==> config.mk <==
export PLATFORM = sky130hd
export DESIGN_NAME = skti_cell
export DESIGN_NICKNAME = d
export VERILOG_FILES = /design/src/hw/rtl/sorted_key_index_table_top_assert.svh /design/src/hw/rtl/skti_pkg.sv /design/src/hw/rtl/skti_cell.sv
export SDC_FILE = /design/constraint.sdc
export NUM_CORES = 1
export LEC_CHECK = 0
export ABC_AREA = 1
export BUFFER_PORTS_ARGS = -buffer_cell sky130_fd_sc_hd__buf_2
export CORE_MARGIN = 1.5
export CORE_UTILIZATION = 47
export CTS_BUF_LIST = sky130_fd_sc_hd__clkbuf_8 sky130_fd_sc_hd__clkbuf_16
export DETAILED_ROUTE_END_ITERATION = 6
export PLACE_DENSITY = 0.95
export SYNTH_ARGS = -nofsm -noshare
export SYNTH_HDL_FRONTEND = slang
export SYNTH_SLANG_ARGS = --single-unit
==> constraint.sdc <==
create_clock -name clk -period 8.1 [get_ports clk]
set_input_delay 1.62 -clock clk [delete_from_list [all_inputs] [get_ports clk]]
set_output_delay 1.62 -clock clk [all_outputs]
set_load 0.03 [all_outputs]
==> src/hw/rtl/sorted_key_index_table_top_assert.svh <==
// assertion macros for the sorted key index table
`ifndef SORTED_KEY_INDEX_TABLE_TOP_ASSERT_SVH
`define SORTED_KEY_INDEX_TABLE_TOP_ASSERT_SVH

// same-cycle implication, off during reset
`define SKTI_ASSERT_NOW(lbl, ante, cons) \
    lbl: assert property (@(posedge clk) disable iff (!rst_n) (ante) |-> (cons)) \
        else $error("skti assertion failed");

// next-cycle implication, off during reset
`define SKTI_ASSERT_NEXT(lbl, ante, cons) \
    lbl: assert property (@(posedge clk) disable iff (!rst_n) (ante) |=> (cons)) \
        else $error("skti assertion failed");

`endif

==> src/hw/rtl/skti_pkg.sv <==
// types, codes and constants of the sorted key index table
package skti_pkg;

    localparam int KEY_W             = 32;
    localparam int REC_W             = 5;
    localparam int STATUS_W          = 2;
    localparam int TABLE_DEPTH_DEF   = 32;

    localparam logic MODE_INSERT = 1'b0;
    localparam logic MODE_DUMP   = 1'b1;

    localparam logic [STATUS_W-1:0] STATUS_OK    = 2'd0;
    localparam logic [STATUS_W-1:0] STATUS_FULL  = 2'd1;
    localparam logic [STATUS_W-1:0] STATUS_EMPTY = 2'd2;

    typedef struct packed {
        logic                    mode;
        logic signed [KEY_W-1:0] key;
    } req_t;

    typedef struct packed {
        logic signed [KEY_W-1:0] out_key;
        logic [REC_W-1:0]        record_number;
        logic [STATUS_W-1:0]     status;
        logic                    last;
    } rsp_t;

    typedef struct packed {
        logic signed [KEY_W-1:0] key;
        logic [REC_W-1:0]        rec;
    } entry_t;

    typedef struct packed {
        logic   ins;
        logic   rot;
        entry_t fresh;
    } cell_ctrl_t;

    typedef struct packed {
        logic occ;
        logic greater;
    } link_t;

    typedef enum logic [1:0] {
        ST_IDLE = 2'b01,
        ST_DUMP = 2'b10
    } state_t;

endpackage

==> src/hw/rtl/skti_cell.sv <==
// one table slot: compare against the new key, shift up on insert, rotate down on dump
module skti_cell (
    input  logic                clk,
    input  skti_pkg::cell_ctrl_t ctrl,
    input  logic                occ,
    input  logic                wrap,
    input  skti_pkg::link_t     below_link,
    input  skti_pkg::entry_t    below,
    input  skti_pkg::entry_t    above,
    input  skti_pkg::entry_t    head,
    output skti_pkg::entry_t    entry,
    output logic                greater
);
    import skti_pkg::*;

    entry_t entry_reg;
    entry_t entry_next;

    assign greater = occ && (entry_reg.key > ctrl.fresh.key);
    assign entry   = entry_reg;

    always_comb
    begin
        entry_next = entry_reg;
        if (ctrl.ins)
        begin
            if (below_link.greater)
            begin
                entry_next = below;
            end
            else if (greater || (!occ && below_link.occ))
            begin
                entry_next = ctrl.fresh;
            end
        end
        else if (ctrl.rot && occ)
        begin
            entry_next = wrap ? head : above;
        end
    end

    always_ff @(posedge clk)
    begin
        entry_reg <= entry_next;
    end

endmodule

=== Yosys cells after proc, flatten, opt, wreduce, memory -nomap -nowiden ===
Cells that the tools add are included.
W data, S select, Z words.

* Add/subtract/negate cells: 0
* $mul: 0
* Div/mod/pow operators: 0
* $lt $le $gt $ge: 1
* Equality and inequality tests: 1
* Shift-type cells: 0
* Mux-type cells: 5
* Bitwise gates (word level): 0
* Reduce and logical (&&, ||, !) cells: 7

{| class="wikitable"
|+ Operators by type and width
! cell !! number
|-
| $mux W37 || 5
|-
| $gt A32 B32 Y1 || 1
|-
| $logic_and A1 B1 Y1 || 3
|-
| $ne A3 B1 Y1 const B || 1
|-
| $reduce_and A2 Y1 || 1
|-
| $reduce_bool A2 Y1 || 1
|-
| $logic_not A1 Y1 || 1
|-
| $logic_or A1 B1 Y1 || 1
|}

* Bits in registers: 37
* Latch bits: 0
* Bits in writable memories: 0
* Memory bits (read-only): 0
* Bits of input ports: 155
* Output and inout port bits: 38
* Logic and storage cells: 16
* Memories kept: 0

=== Depth between registers and ports, before layout ===
* Depth after elaboration: 6
* Gate-level depth with buffers: 17
* Mapped depth without buffers: 17

=== Worst setup path before layout ===
Ideal clock, no wire load.

* Path type: input -> output
* From: in ctrl[36] (netlist name)
* To: out greater
* Arrival time: 2.877 ns
* Data required time: 6.480 ns
* Path slack: 3.603 ns
* Cell stages on the path: 12
* Buffers on the path: 0
* Path through: inv_1 > ha_1 > nand2_1 > nor2_2 > nand2_2 > nor3b_2 > nand2_1 > nand2_1 > nand2_1 > nand2_1 > nand2_2 > inv_1

* Cells in the longest elaborated chain, start to end: 2

{| class="wikitable"
|+ RTL lines
! item !! RTL line !! RTL
|-
| start, declared || skti_cell.sv:4 || <nowiki>input skti_pkg::cell_ctrl_t ctrl,</nowiki>
|-
| $gt A32 B32 Y1 || skti_cell.sv:19 || <nowiki>assign greater = occ && (entry_reg.key > ctrl.fresh.key);</nowiki>
|-
| $logic_and A1 B1 Y1 || skti_cell.sv:19 ||
|-
| end, declared || skti_cell.sv:12 || <nowiki>output logic greater</nowiki>
|}

No other way between the ends.

=== Final worst setup path ===
Same ends and word-level chain as after synthesis.

==> flow_summary.ini <==
[outcome]
run_status = completed

[synth]
synth.distinct_cells = 25
syn-cell-area_um2 = 3050
yosysWarnings = 0
cells_after_synth = 403
commonest_cells_in_the_netlist = sky130_fd_sc_hd__o21ai_1, sky130_fd_sc_hd__nor2_1, sky130_fd_sc_hd__o21ai_0
synth.ff_latch_count = 37
yosys.area.top_type = sky130_fd_sc_hd__edfxtp_1
post-synth-top-count-cell = sky130_fd_sc_hd__o21ai_1
synth_ff_type = sky130_fd_sc_hd__edfxtp_1
synth_area_per_cell_um2 = 7.569
ys_top_cells_by_area = sky130_fd_sc_hd__edfxtp_1, sky130_fd_sc_hd__ha_1, sky130_fd_sc_hd__o21ai_1
syn_nets = 590
seq_area_frac_synth_pct = 36.42
synth_top_cell_area_share_pct = 36.42
synth-edff-count = 37
ys_async_sr_fraction_pct = 0

[route]
drc = 0
antenna_left = 0
via_total_after_detailed_routing = 3509
wl_um = 9203
wl_per_cell_um = 13.94
dr.first_iter.drc_count = 141
vias_per_cell = 5.317
drt_first_pass_iters = 5

[timing]
finalSetupTns_ns = 0
setup-violations-final = 0
rsz0062_at_grt = false
final_hold_vio_count = 0
final.period_utilization_pct = 58.94
finalCriticalPeriod_ns = 4.774
achievable-frequency_ghz = 0.2095
max_slew_margin_pct = 27.50
worstMarginPinSlew_ns = 1.086
timing.clock.skew_ns = 0.003720
report.final.slew_viol_count = 0

[setup_path]
critical_path.n_buffers_inverters = 4
crit_family = simple AND/OR/NAND/NOR gates
reg2reg_from = entry[36]
critPathMaxStageDelay_ns = 0.34
critical_path.endpoint_type = output pin
reg2reg_depth = 12
crit_fanout = 4
worst_ep_required_time_ns = 6.48
cp_cell_sequence = buf_2 -> inv_1 -> ha_1 -> nand2_1 -> nor2_2 -> nand2_2 -> nor3b_2 -> nand2_1 -> nand2_1 -> nand2_1 -> nand2_1 -> nand2_2 -> inv_1 -> buf_2
crit_arrival_ns = 3.15
critical-path-top-cell-by-count = sky130_fd_sc_hd__nand2_1
slowest_cp_cell = sky130_fd_sc_hd__ha_1
timing.rr.end = entry[17]
critPathLaunchType = primary input
timing.reg2reg.setup_slack_ns = 5.23
criticalPathCategory = primary input to output pin

[grt]
first_global_vias = 3422
grt_overflow_total = 0
global_route_total_usage_across_every_layer_pct = 26.04
wire_length_of_the_first_global_routing_pass_um = 15040
number_of_antenna_violations_at_the_first_check_in_global_routing = 0
maximum_number_of_pins_on_one_net_before_global_route_repair = 70

[power]
power.ir.vdd_worst_mv = 0.1018
cellPowerDensity_nw_per_um2 = 145.1
p_leak_uw = 0.002098

[floorplan]
chipHeight_um = 83.56
die_area_um2 = 6982
initial_core_util_pct = 48.32
io-pin-count = 193
core-area_um2 = 6314
std_cell_rows = 29
dieWidth_um = 83.56

[placed_design]
gpl.final_weighted_congestion = 0.7714
place.detailed.hpwl_um = 6896
dp_cells = 652
io_buffers = 192

[layout]
number_of_diodes_added_for_antenna_fixing = 0
largest_register_ffs = 37
relative_area_change_from_synthesis_to_final_layout_pct = 35.03
drive_above_1_share_pct = 37.05
final_cells = 660
nets = 769

[clock_tree]
post-cts-setup-buffers = 0
tritoncts_num_sinks = 37
clock_insertion_delay_worst_skew_ns = 0.28
numCtsBuffers = 5
post_cts_hold_buffers = 0
cts_htree_levels = 2
clk_buf_depth = 2
tritoncts = done
clkSlewWorstSetupHoldPaths_ns = 0.08
post_cts_resize_count = 0
cts_root_buf = sky130_fd_sc_hd__clkbuf_8

[run]
maximum_capacitance_violations = 0

[min_path]
worstHoldEndpoint = entry[36]
min_delay_path_depth = 6
hold_path_startpoint = entry[36]
worstHoldPathType = flop to flop
## cells in the final DEF (no fill, tap or decap)
| cell | n |
|---|---|
| sky130_fd_sc_hd__a21oi_1 | 44 |
| sky130_fd_sc_hd__a21oi_4 | 2 |
| sky130_fd_sc_hd__a21o_1 | 1 |
| sky130_fd_sc_hd__nand3_2 | 1 |
| sky130_fd_sc_hd__inv_1 | 42 |
| sky130_fd_sc_hd__buf_2 | 192 |
| sky130_fd_sc_hd__nor2_1 | 52 |
| sky130_fd_sc_hd__nand4_1 | 2 |
| sky130_fd_sc_hd__clkinv_2 | 2 |
| sky130_fd_sc_hd__clkbuf_8 | 5 |
| sky130_fd_sc_hd__nor3b_2 | 1 |
| sky130_fd_sc_hd__o21ai_1 | 62 |
| sky130_fd_sc_hd__nor2_4 | 1 |
| sky130_fd_sc_hd__a211oi_1 | 1 |
| sky130_fd_sc_hd__edfxtp_1 | 37 |
| sky130_fd_sc_hd__buf_4 | 1 |
| sky130_fd_sc_hd__nand2_2 | 3 |
| sky130_fd_sc_hd__o21a_2 | 1 |
| sky130_fd_sc_hd__nand2_1 | 39 |
| sky130_fd_sc_hd__o22ai_1 | 6 |
| sky130_fd_sc_hd__nor2_2 | 2 |
| sky130_fd_sc_hd__clkinv_1 | 1 |
| sky130_fd_sc_hd__o21ai_0 | 45 |
| sky130_fd_sc_hd__inv_2 | 5 |
| sky130_fd_sc_hd__nand3_1 | 3 |
| sky130_fd_sc_hd__ha_1 | 32 |
## per-stage QoR
step                hold slack [ns]  worst slack (ns)  utilization, %  area, um^2  power [uW]
floorplan                     1.507             3.603               -        3050       391.2
global placement              1.215             3.328           63.93        4036       466.1
detailed placement            1.230             3.320           63.93        4036       474.3
CTS                           1.256             3.308           65.24        4119       601.0
global route                  1.343             3.097           65.24        4119       633.8
finish                        1.234             3.326           65.24        4119       597.5
## cell families after synthesis
logic type / Yosys count / synth area share [%]
flops: 37 / 36.42
compound gates: 162 / 27.61
simple gates: 104 / 14.23
fa+ha+maj: 32 / 13.13
buf+inv: 68 / 8.614
## worst min-delay path, stage by stage, from the launching register on
cell	delay, ns
sky130_fd_sc_hd__edfxtp_1	0.39
sky130_fd_sc_hd__ha_1	0.20
sky130_fd_sc_hd__inv_1	0.05
sky130_fd_sc_hd__nand3_1	0.07
sky130_fd_sc_hd__nand2_1	0.06
sky130_fd_sc_hd__nand2_2	0.10
sky130_fd_sc_hd__a21oi_4	0.17
## metal layers
metal	up-vias	track usage [%]	share of wire [%]
li1	1746	-	-
met1	1590	31.08	40
met2	161	46.92	52
met3	12	4.352	7.1
met4	0	9.538	1.4
met5	-	0	0
## report_power, final
group | internal, uW | switching (uW) | total, uW
Combinational | 83.8 | 140 | 224
Sequential | 238 | 9.90 | 247
Clock | 58.5 | 67.9 | 126
## area by class of cell
class	count	area, um^2
fill	577	2195
multi-input combinational	298	1684
sequential	37	1111
clock inverter	3	13.76
tap	77	96.34
inverter	47	176.4
clock buffer	5	68.82
timing repair buffer	193	968.4
## worst max path at each step
stage	start	endpoint	slack, ns	cells after the start
3_3_place_gp	ctrl[36]	greater	3.33	14
2_1_floorplan	ctrl[36]	greater	3.60	12
6_report	ctrl[36]	greater	3.33	14
5_1_grt	ctrl[36]	greater	3.10	14
3_5_place_dp	ctrl[36]	greater	3.32	14
4_1_cts	ctrl[36]	greater	3.31	14
Power figures use the tool's default switching activity.
